<file path="src/rtl/stramp_pkg.sv">
`timescale 1ns / 1ps

package stramp_pkg;

  // Configuration register indexes
  localparam logic [1:0] CFG_DELAY_STEP     = 2'd0;
  localparam logic [1:0] CFG_RAMP_STEPS     = 2'd1;
  localparam logic [1:0] CFG_DELAY_CEILING  = 2'd2;
  localparam logic [1:0] CFG_POSITION_LIMIT = 2'd3;

  // Configuration reset values
  localparam logic [7:0]  DELAY_STEP_RST     = 8'd15;
  localparam logic [9:0]  RAMP_STEPS_RST     = 10'd20;
  localparam logic [15:0] DELAY_CEILING_RST  = 16'd4000;
  localparam logic [14:0] POSITION_LIMIT_RST = 15'd28246;

  // Request kinds
  localparam logic REQ_LOAD = 1'b0;
  localparam logic REQ_TICK = 1'b1;

  // Status codes
  localparam logic STATUS_OK       = 1'b0;
  localparam logic STATUS_REJECTED = 1'b1;

  // One result word
  typedef struct packed {
    logic        status;
    logic        move_done;
    logic [15:0] delay_value;
    logic        direction;
    logic        pulse_level;
  } result_t;

endpackage

</file>
<file path="src/rtl/stepper_trapezoid_ramp.sv">
`timescale 1ns / 1ps

// Trapezoidal ramp generator for one stepper move, counting in half-steps.
// A load word (in_tuser = 0) checks the target against position_limit and
// either rejects it (status 1, nothing changes) or starts a new move with the
// given start delay. Each tick word (in_tuser = 1) during a move is one pulse
// edge: it toggles the pulse line, sets the direction, counts one half-step and
// shortens or lengthens the delay along the ramp; when no move is under way a
// tick changes nothing. Every input word yields exactly one result word. The
// state update and the result are formed in a single combinational pass and
// the result is registered, so a new word is taken every cycle while the result
// side keeps up. Configuration writes take effect on the next cycle.
module stepper_trapezoid_ramp
  import stramp_pkg::*;
(
  input  logic        clk,
  input  logic        rst_n,
  // input stream
  input  logic        in_tvalid,
  output logic        in_tready,
  input  logic [31:0] in_tdata,   // [14:0] target_position, [30:15] start_delay, [31] zero
  input  logic        in_tuser,   // [0] req_type
  // result stream
  output logic        out_tvalid,
  input  logic        out_tready,
  output logic [23:0] out_tdata,  // [0] pulse_level, [1] direction, [17:2] delay_value,
                                  // [18] move_done, [19] status, [23:20] zero
  // configuration
  input  logic        cfg_we,
  input  logic [1:0]  cfg_addr,
  input  logic [15:0] cfg_wdata
);

  // Configuration registers
  logic [7:0]  delay_step_r;
  logic [9:0]  ramp_steps_r;
  logic [15:0] delay_ceiling_r;
  logic [14:0] position_limit_r;

  // Move state
  logic [14:0]        pos_r, pos_nxt;
  logic signed [16:0] to_go_r, to_go_nxt;
  logic [15:0]        done_r, done_nxt;
  logic [15:0]        delay_r, delay_nxt;
  logic               pulse_r, pulse_nxt;
  logic               dir_r, dir_nxt;

  // Output register
  logic    out_valid_r;
  result_t res_r, res_nxt;

  logic        accept;
  logic        req_type;
  logic [14:0] target;
  logic [15:0] start_delay;

  logic [16:0] to_go_neg;
  logic [15:0] mag;
  logic [15:0] mag_nxt;
  logic [16:0] ramp_h;
  logic [17:0] long_thresh;
  logic        long_move;
  logic        active;
  logic [16:0] dec_sum;
  logic [16:0] inc_sum;
  logic [16:0] done_x2;
  logic [17:0] done_plus_ramp;
  logic [15:0] diff;
  logic        reject;

  assign accept      = in_tvalid && in_tready;
  assign in_tready   = !out_valid_r || out_tready;
  assign req_type    = in_tuser;
  assign target      = in_tdata[14:0];
  assign start_delay = in_tdata[30:15];

  // Configuration writes
  always_ff @(posedge clk) begin
    if (!rst_n) begin
      delay_step_r     <= DELAY_STEP_RST;
      ramp_steps_r     <= RAMP_STEPS_RST;
      delay_ceiling_r  <= DELAY_CEILING_RST;
      position_limit_r <= POSITION_LIMIT_RST;
    end else if (cfg_we) begin
      unique case (cfg_addr)
        CFG_DELAY_STEP:     delay_step_r     <= cfg_wdata[7:0];
        CFG_RAMP_STEPS:     ramp_steps_r     <= cfg_wdata[9:0];
        CFG_DELAY_CEILING:  delay_ceiling_r  <= cfg_wdata;
        CFG_POSITION_LIMIT: position_limit_r <= cfg_wdata[14:0];
        default: ;
      endcase
    end
  end

  // Magnitude of the distance and ramp bounds
  assign to_go_neg      = 17'(-to_go_r);
  assign mag            = to_go_r[16] ? to_go_neg[15:0] : to_go_r[15:0];
  assign ramp_h         = {6'd0, ramp_steps_r, 1'b0};
  assign long_thresh    = {6'd0, ramp_steps_r, 2'b10};
  assign long_move      = {2'b00, mag} > long_thresh;
  assign active         = (mag != 16'd0) && (done_r < mag);
  assign dec_sum        = {1'b0, delay_r} - {9'd0, delay_step_r};
  assign inc_sum        = {1'b0, delay_r} + {9'd0, delay_step_r};
  assign done_x2        = {done_r, 1'b0};
  assign done_plus_ramp = {2'b00, done_r} + {1'b0, ramp_h};
  assign diff           = {1'b0, target} - {1'b0, pos_r};
  assign reject         = target > position_limit_r;

  // Next state for one word
  always_comb begin
    pos_nxt   = pos_r;
    to_go_nxt = to_go_r;
    done_nxt  = done_r;
    delay_nxt = delay_r;
    pulse_nxt = pulse_r;
    dir_nxt   = dir_r;
    if (req_type == REQ_LOAD) begin
      if (!reject) begin
        to_go_nxt = {diff, 1'b0};
        done_nxt  = 16'd0;
        delay_nxt = start_delay;
        pos_nxt   = target;
      end
    end else if (active) begin
      if (long_move) begin
        if ({1'b0, done_r} < ramp_h) begin
          // speed up only while delay - step stays above one
          if (delay_r > {8'd0, delay_step_r} + 16'd1) delay_nxt = dec_sum[15:0];
        end else if (done_plus_ramp > {2'b00, mag}) begin
          if (inc_sum < {1'b0, delay_ceiling_r}) delay_nxt = inc_sum[15:0];
        end
      end else begin
        if (done_x2 < {1'b0, mag}) begin
          // speed up, floor at zero
          if (delay_r > 16'd1) delay_nxt = dec_sum[16] ? 16'd0 : dec_sum[15:0];
        end else if (done_x2 > {1'b0, mag}) begin
          // slow down, clamp at full scale
          if (delay_r < delay_ceiling_r) delay_nxt = inc_sum[16] ? 16'hFFFF : inc_sum[15:0];
        end
      end
      dir_nxt   = !to_go_r[16];
      pulse_nxt = !pulse_r;
      done_nxt  = done_r + 16'd1;
    end
  end

  // Result from the updated state
  assign mag_nxt = to_go_nxt[16] ? 16'(-to_go_nxt) : to_go_nxt[15:0];

  always_comb begin
    res_nxt.pulse_level = pulse_nxt;
    res_nxt.direction   = dir_nxt;
    res_nxt.delay_value = delay_nxt;
    res_nxt.move_done   = (done_nxt == mag_nxt);
    res_nxt.status      = (req_type == REQ_LOAD && reject) ? STATUS_REJECTED : STATUS_OK;
  end

  // Advance state on each accepted word
  always_ff @(posedge clk) begin
    if (!rst_n) begin
      pos_r   <= '0;
      to_go_r <= '0;
      done_r  <= '0;
      delay_r <= '0;
      pulse_r <= 1'b0;
      dir_r   <= 1'b0;
    end else if (accept) begin
      pos_r   <= pos_nxt;
      to_go_r <= to_go_nxt;
      done_r  <= done_nxt;
      delay_r <= delay_nxt;
      pulse_r <= pulse_nxt;
      dir_r   <= dir_nxt;
    end
  end

  // Hold the result until taken
  always_ff @(posedge clk) begin
    if (!rst_n) begin
      out_valid_r <= 1'b0;
    end else if (accept) begin
      out_valid_r <= 1'b1;
    end else if (out_tready) begin
      out_valid_r <= 1'b0;
    end
  end

  always_ff @(posedge clk) begin
    if (accept) begin
      res_r <= res_nxt;
    end
  end

  assign out_tvalid = out_valid_r;
  assign out_tdata  = {4'd0, res_r};

endmodule

</file>
<file path="config.mk">
export PLATFORM = sky130hd
export DESIGN_NAME = stepper_trapezoid_ramp
export DESIGN_NICKNAME = d
export VERILOG_FILES = /design/src/rtl/stramp_pkg.sv /design/src/rtl/stepper_trapezoid_ramp.sv
export SDC_FILE = /design/constraint.sdc
export NUM_CORES = 1
export LEC_CHECK = 0
export BUFFER_PORTS_ARGS = -buffer_cell sky130_fd_sc_hd__buf_4
export CAP_MARGIN = 20
export CORE_ASPECT_RATIO = 1.4
export CORE_MARGIN = 3
export CORE_UTILIZATION = 30
export DETAILED_ROUTE_END_ITERATION = 7
export PLACE_DENSITY = 0.55
export SKIP_CTS_REPAIR_TIMING = 1
export SLEW_MARGIN = 20
export SYNTH_ARGS = -nofsm -noshare
export SYNTH_HDL_FRONTEND = slang
export SYNTH_SLANG_ARGS = --single-unit
</file>
<file path="constraint.sdc">
create_clock -name clk -period 6.76 [get_ports clk]
set_input_delay 1.014 -clock clk [delete_from_list [all_inputs] [get_ports clk]]
set_output_delay 1.014 -clock clk [all_outputs]
set_load 0.05 [all_outputs]
</file>
# --- Word level (Yosys, flattened, before mapping) ---
# Index checks and enable logic that the tools add are counted.
totals:
  register_bits: 136
  latchBits: 0
  mem_bits_rw: 0
  rom_bits: 0
  input_bits: 56
  word_cells: 84
  n_memories: 0
classes:
  addsub: 8
  n_mul: 0
  div: 0
  order_cmp: 11
  n_eq_ne: 4
  shift: 0
  muxes: 28
  bitwise: 2
  n_reduce_logical: 15
op_table:
  columns: ["operator", "n"]
  rows:
  - ["16-bit 2-to-1 mux", 19]
  - ["17-bit by 16-bit > comparator with 1-bit output", 2]
  - ["17-bit by 16-bit < comparator with 1-bit output", 2]
  - ["17-bit 2-to-1 mux", 2]
  - ["16-bit < comparator", 2]
  - ["16-bit negator", 2]
  - ["16-bit by 11-bit adder with 17-bit output", 1]
  - ["16-bit by 8-bit adder with 17-bit output", 1]
  - ["16-bit by 8-bit subtractor with 17-bit output", 1]
  - ["16-bit by 1-bit adder with 16-bit output (second input constant)", 1]
  - ["16-bit equality test", 1]
  - ["16-bit by 1-bit > comparator with 1-bit output (second input constant)", 1]
  - ["16-bit by 12-bit > comparator with 1-bit output", 1]
  - ["16-bit by 9-bit > comparator with 1-bit output", 1]
  - ["16-bit by 11-bit < comparator with 1-bit output", 1]
  - ["16-bit nonzero test", 1]
  - ["15-bit by 15-bit subtractor with 16-bit output", 1]
  - ["15-bit > comparator", 1]
  - ["8-bit by 1-bit adder with 9-bit output (second input constant)", 1]
  - ["2-bit AND reduction", 4]
  - ["1-bit 2-to-1 mux", 7]
  - ["2-bit equality test (second input constant)", 2]
  - ["1-bit logical AND", 3]
  - ["1-bit zero test", 3]
  - ["6 further kinds", 7]

# --- Depth between registers and ports, before layout ---
depth:
  depth_word: 8
  depth_mapped: 26

# --- Worst setup path after synthesis ---
# No wires, ideal clock.
synth_path:
  path_kind: "reg-to-reg"
  from: "reg done_r[2]"
  to: "reg res_r, in the netlist out_tdata[2], data pin"
  setup_ns: 0.261
  arrival_time_ns: 4.459
  path_slack_ns: 2.040
  stages_incl_launch_ff: 25
  cell_sequence: "dfxtp_1 clkbuf_1 inv_1 fa_1 o21bai_1 a21oi_1 o21ai_0 a21o_1 a21oi_1 o21ai_0 a21oi_1 nor2_1 nor2_1 nor2_1 xor2_1 ha_1 nand4_1 nor4_1 a311o_1 a21oi_1 o2111ai_1 o21ai_0 mux2i_1 a211oi_1 a221o_1"
synth_via:
  elab_chain_len: 7
  word_cells_on_any_way: 14
  classes_between: "add/sub: 1; order compare: 5; mux: 7; reduce/logical: 1"
synth_lines:
  columns: ["element", "line_no", "rtl"]
  rows:
  - ["start: declaration", "stepper_trapezoid_ramp.sv:43", "logic [15:0] done_r, done_nxt;"]
  - ["start signal: assignment", "stepper_trapezoid_ramp.sv:170", "done_r <= done_nxt;"]
  - ["16-bit by 11-bit adder with 17-bit output", "stepper_trapezoid_ramp.sv:105", "assign done_plus_ramp = {2'b00, done_r} + {1'b0, ramp_h};"]
  - ["17-bit by 16-bit > comparator with 1-bit output", "stepper_trapezoid_ramp.sv:129", "end else if (done_plus_ramp > {2'b00, mag}) begin"]
  - ["16-bit 2-to-1 mux", "stepper_trapezoid_ramp.sv:129", null]
  - ["16-bit 2-to-1 mux", "stepper_trapezoid_ramp.sv:126", "if ({1'b0, done_r} < ramp_h) begin"]
  - ["16-bit 2-to-1 mux", "stepper_trapezoid_ramp.sv:125", "if (long_move) begin"]
  - ["16-bit 2-to-1 mux *", "stepper_trapezoid_ramp.sv:124", "end else if (active) begin"]
  - ["16-bit 2-to-1 mux *", "stepper_trapezoid_ramp.sv:117", "if (req_type == REQ_LOAD) begin"]
  - ["net delay_nxt[0]", "stepper_trapezoid_ramp.sv:44", "logic [15:0] delay_r, delay_nxt;"]
  - ["end signal: assignment", "stepper_trapezoid_ramp.sv:190", "res_r <= res_nxt;"]
  - ["end: declaration", "stepper_trapezoid_ramp.sv:50", "result_t res_r, res_nxt;"]
# The timed path passes the listed nets; every way through them passes the cells marked *.
# A chain may end at the register's enable or synchronous reset.

# --- Final worst setup path ---
layout_path:
  from: "reg delay_r[0]"
  to: "reg res_r, in the netlist out_tdata[2], data pin"
layout_via:
  elab_chain_len: 8
  word_cells_on_any_way: 20
  classes_between: "add/sub: 2; order compare: 4; mux: 14"
layout_lines:
  columns: ["element", "line_no", "rtl"]
  rows:
  - ["start: declaration", "stepper_trapezoid_ramp.sv:44", null]
  - ["start signal: assignment", "stepper_trapezoid_ramp.sv:171", "delay_r <= delay_nxt;"]
  - ["16-bit by 8-bit adder with 17-bit output", "stepper_trapezoid_ramp.sv:103", "assign inc_sum = {1'b0, delay_r} + {9'd0, delay_step_r};"]
  - ["17-bit by 16-bit < comparator with 1-bit output or 16-bit 2-to-1 mux (tied branches)", "stepper_trapezoid_ramp.sv:130, stepper_trapezoid_ramp.sv:138", null]
  - ["16-bit 2-to-1 mux (on tied branches)", "stepper_trapezoid_ramp.sv:130, stepper_trapezoid_ramp.sv:138", null]
  - ["16-bit 2-to-1 mux (on tied branches)", "stepper_trapezoid_ramp.sv:129, stepper_trapezoid_ramp.sv:136", null]
  - ["16-bit 2-to-1 mux (on tied branches)", "stepper_trapezoid_ramp.sv:126, stepper_trapezoid_ramp.sv:133", null]
  - ["16-bit 2-to-1 mux", "stepper_trapezoid_ramp.sv:125", null]
  - ["16-bit 2-to-1 mux", "stepper_trapezoid_ramp.sv:124", null]
  - ["16-bit 2-to-1 mux *", "stepper_trapezoid_ramp.sv:117", null]
  - ["net delay_nxt[0]", "stepper_trapezoid_ramp.sv:44", null]
# Marks and branches as above.

==> summary.log <==
qor: route.route.layer.met1.wl 18600 um
qor: global_routing.grt_max_degree 75
qor: timing.hold_ws 0.454 ns
qor: floorplan.ios 82
qor: critical_path.setup.worst_path.end_class flop
qor: timing.max_slew.worst_pin.slew 0.979 ns
qor: floorplan.die_w 185 um
qor: critical_path.worst_ep_required_time 6.96 ns
qor: global_routing.grt.total_usage 19.9%
qor: cts.cts_htree_levels 4
qor: cts.bufs_on_longest_clock_path 2
qor: logic_synthesis.synth_area 0.0134 mm2
qor: critical_path.launching_element_type_of_the_critical_path flop
qor: timing.setup_viol 0
qor: route.post_drt_via_cell_ratio 5.66
qor: timing.clock.fmax 175 MHz
qor: route.routed-via-count 13300
qor: run_status.run_status complete, no violations
qor: power.p_leak 6.23 nW
qor: route.antenna_violating_nets_post_route 0
qor: critical_path.cp_slowest_cell o21ai_0
qor: global_routing.grt_pass1_vias 13000
qor: logic_synthesis.synth-edff-count 20
qor: logic_synthesis.ys_async_sr_fraction 0%
qor: cts.cts_num_sinks 136
qor: global_routing.globalRoute.totalOverflow 0
qor: logic_synthesis.synth_cell_types 94
qor: floorplan.start_util 30.4%
qor: cts.cts_clock_pin_slew_for_the_worst_setup_and_hold_paths 0.06 ns
qor: route.met3RoutedLength 2120 um
qor: route.route.detailed.wl_per_inst 20.2 um
qor: timing.rsz_0062_raised_after_global_routing false
qor: final_layout.final_cell_count_no_fill 2352
qor: route.met2_length 24400 um
qor: route.initialDrtViolationCount 1048
qor: cts.tritoncts.num_buffers 17
qor: timing.post-route-min-period 5.71 ns
qor: floorplan.total_die_area 0.0474 mm2
qor: power.p_per_area 250 mW/mm2
qor: logic_synthesis.synth_sequential_area_ratio 21.8%
qor: logic_synthesis.ys_ff_latch 136
qor: min_path.hold_path.class reg2reg
qor: final_layout.finish.net_count 2006
qor: critical_path.worstPathArrival 5.91 ns
qor: critical_path.critical_path.n_buffers_inverters 1
qor: power.totalPowerFinal 3.78 mW
qor: critical_path.critPathMaxFanout 14
qor: global_routing.antenna_found_initial 0
qor: cts.tritoncts done
qor: final_layout.num-fill-cells 4739
qor: final_layout.layout_area_overhead 12.3%
qor: power.max-vdd-ir-drop 0.182 mV
qor: logic_synthesis.synth_flop_cell dfxtp_1
qor: floorplan.die_h 256 um
qor: route.drt-pass1-iter-count 5
qor: critical_path.critPathTopFamily compound AO/OA/AOI/OAI gates
qor: cts.clock-root-buffer clkbuf_16
qor: final_layout.post_route_cells_drive_above_1_share 10.2%
qor: job.drv.max_cap_violation_count 0
qor: placed_design.detailedPlacementHpwl 36500 um
qor: placed_design.gp_congestion 0.932
qor: logic_synthesis.synthesis.instances 1763
qor: floorplan.area_inside_the_core_boundary 0.0442 mm2
qor: logic_synthesis.synthesis.area_per_instance 7.62 um2
qor: cts.clk_latency 0.45 ns
qor: timing.fin_setup_tns 0 ns
qor: floorplan.fp-row-count 91
qor: placed_design.dp_cells 2319
qor: timing.hold_violations 0
qor: route.top_layer met4
qor: critical_path.crit_chain ha_1, fa_1, nand2b_1, a21oi_1, o21a_1, o21ai_0, a21o_1, nor2_1, xor2_1, ha_1, a21o_1, a21o_1, a21oi_1, nand2_1, o21ai_0, o2111ai_1, buf_4, o21ai_0, mux2i_1, a211oi_1, a221o_1
qor: timing.fin_crit_sh 84.5%
qor: placed_design.place.port_buffers 76
qor: final_layout.layout.core_utilization 34.2%
qor: timing.worst_slew_margin_rel 34.5%
qor: timing.finalClockSkew 0.0147 ns
qor: route.drc 0
qor: critical_path.timing.critical_path.slowest_cell_delay 0.61 ns
qor: critical_path.worst-setup-path-type reg2reg
qor: global_routing.wire_length_of_the_first_global_routing_pass 73900 um
qor: route.route.final.wire_length 47600 um
qor: timing.maxSlewViolCount 0
qor: logic_synthesis.synthesis.yosys.warnings 0
## metrics by stage
step,instance area (um2),setup WS (ns)
after floorplan,13400,2.04
after global placement,14500,1.21
after detailed placement,14500,1.10
after CTS,15100,1.10
after global routing,15100,0.631
final,15100,1.05
## cell usage in the layout (no fill, tap or decap), drive strengths merged, types with 16 or more instances in the layout
cell type,instances
nor2,116
nor3,52
nand3,33
a211oi,22
inv,122
nand2,220
nand4,28
nand2b,16
clkbuf,24
o21a,25
o21ai,93
a21o,40
xnor2,70
ha,166
a21oi,154
dfxtp,116
edfxtp,20
buf,95
nor2b,16
nor4,26
or3,18
o211ai,37
xor2,27
or4,17
and3,17
## path summary, 6_finish.rpt
check                                     endpoint                        startpoint  cells after the start  slack, ns
hold reg to reg   position_limit_r[8]$_SDFFE_PN0P_  position_limit_r[8]$_SDFFE_PN0P_                      2       0.45
hold / removal    position_limit_r[8]$_SDFFE_PN0P_  position_limit_r[8]$_SDFFE_PN0P_                      2       0.45
setup / recovery            out_tdata[2]$_DFFE_PP_           delay_r[0]$_SDFFE_PN0P_                     21       1.05
setup reg to reg            out_tdata[2]$_DFFE_PP_           delay_r[0]$_SDFFE_PN0P_                     21       1.05
## flip-flops by register name (all words and copies together), names as in the netlist
| name | count |
|---|---|
| ramp_steps_r | 10 |
| out_tvalid | 1 |
| dir_r | 1 |
| out_tdata | 20 |
| done_r | 16 |
| delay_ceiling_r | 16 |
| delay_step_r | 8 |
| position_limit_r | 15 |
| pulse_r | 1 |
| delay_r | 16 |
| to_go_r | 17 |
| pos_r | 15 |
## final cells by class
| cell class | count | area [um2] | area share [%] |
|---|---|---|---|
| multi-input combinational | 1411 | 9680 | 64.1 |
| clock buffer | 24 | 503 | 3.33 |
| tap | 558 | 698 | 4.63 |
| clock inverter | 8 | 131 | 0.870 |
| sequential | 136 | 2920 | 19.4 |
| timing repair buffer | 95 | 713 | 4.72 |
| inverter | 119 | 447 | 2.96 |
| antenna | 1 | 2.50 | 0.0166 |
## power breakdown
part / switching, mW / leakage [nW] / internal, mW / total (mW)
Sequential: 0.104 / 1.15 / 0.905 / 1.01
Combinational: 1.10 / 4.78 / 0.629 / 1.73
Clock: 0.400 / 0.311 / 0.636 / 1.04
## per-layer routing
layer  global-route usage (%)  up-vias
met2                     35.8      445
met5                        0        -
met1                     22.6     6299
met4                     10.6        0
li1                         -     6437
met3                     2.48      129
## kinds of logic after synthesis
group	share of synthesized area [%]
simple gates	22.0
compound gates	26.3
buf+inv	6.44
fa+ha+maj	16.1
flops	21.8
xor+xnor	6.55
mux	0.922
other cells	0.0279
## worst min-delay path: cells and delay by family (launching register included)
kind            cells  cell delay (ns)
compound gates      1             0.05
flops               1             0.31
simple gates        1             0.05
## Yosys cell counts (all sizes together) (16+ instances only)
cell type / instances / area share (%)
a211oi: 22 / 1.2
a21o: 40 / 2.2
a21oi: 154 / 5.7
and3: 17 / 0.79
buf: 16 / 0.77
clkbuf: 84 / 2.3
dfxtp: 116 / 17
edfxtp: 20 / 4.5
ha: 166 / 15
inv: 119 / 3.3
nand2: 220 / 6.2
nand2b: 16 / 0.75
nand3: 33 / 1.3
nand4: 28 / 1.3
nor2: 116 / 3.2
nor2b: 16 / 0.75
nor3: 52 / 2.1
nor4: 26 / 1.4
o211ai: 37 / 2.1
o21a: 25 / 1.4
o21ai: 93 / 3.5
or3: 18 / 0.88
or4: 17 / 1.0
xnor2: 70 / 4.6
xor2: 27 / 1.8
Power figures use the tool's default switching activity.
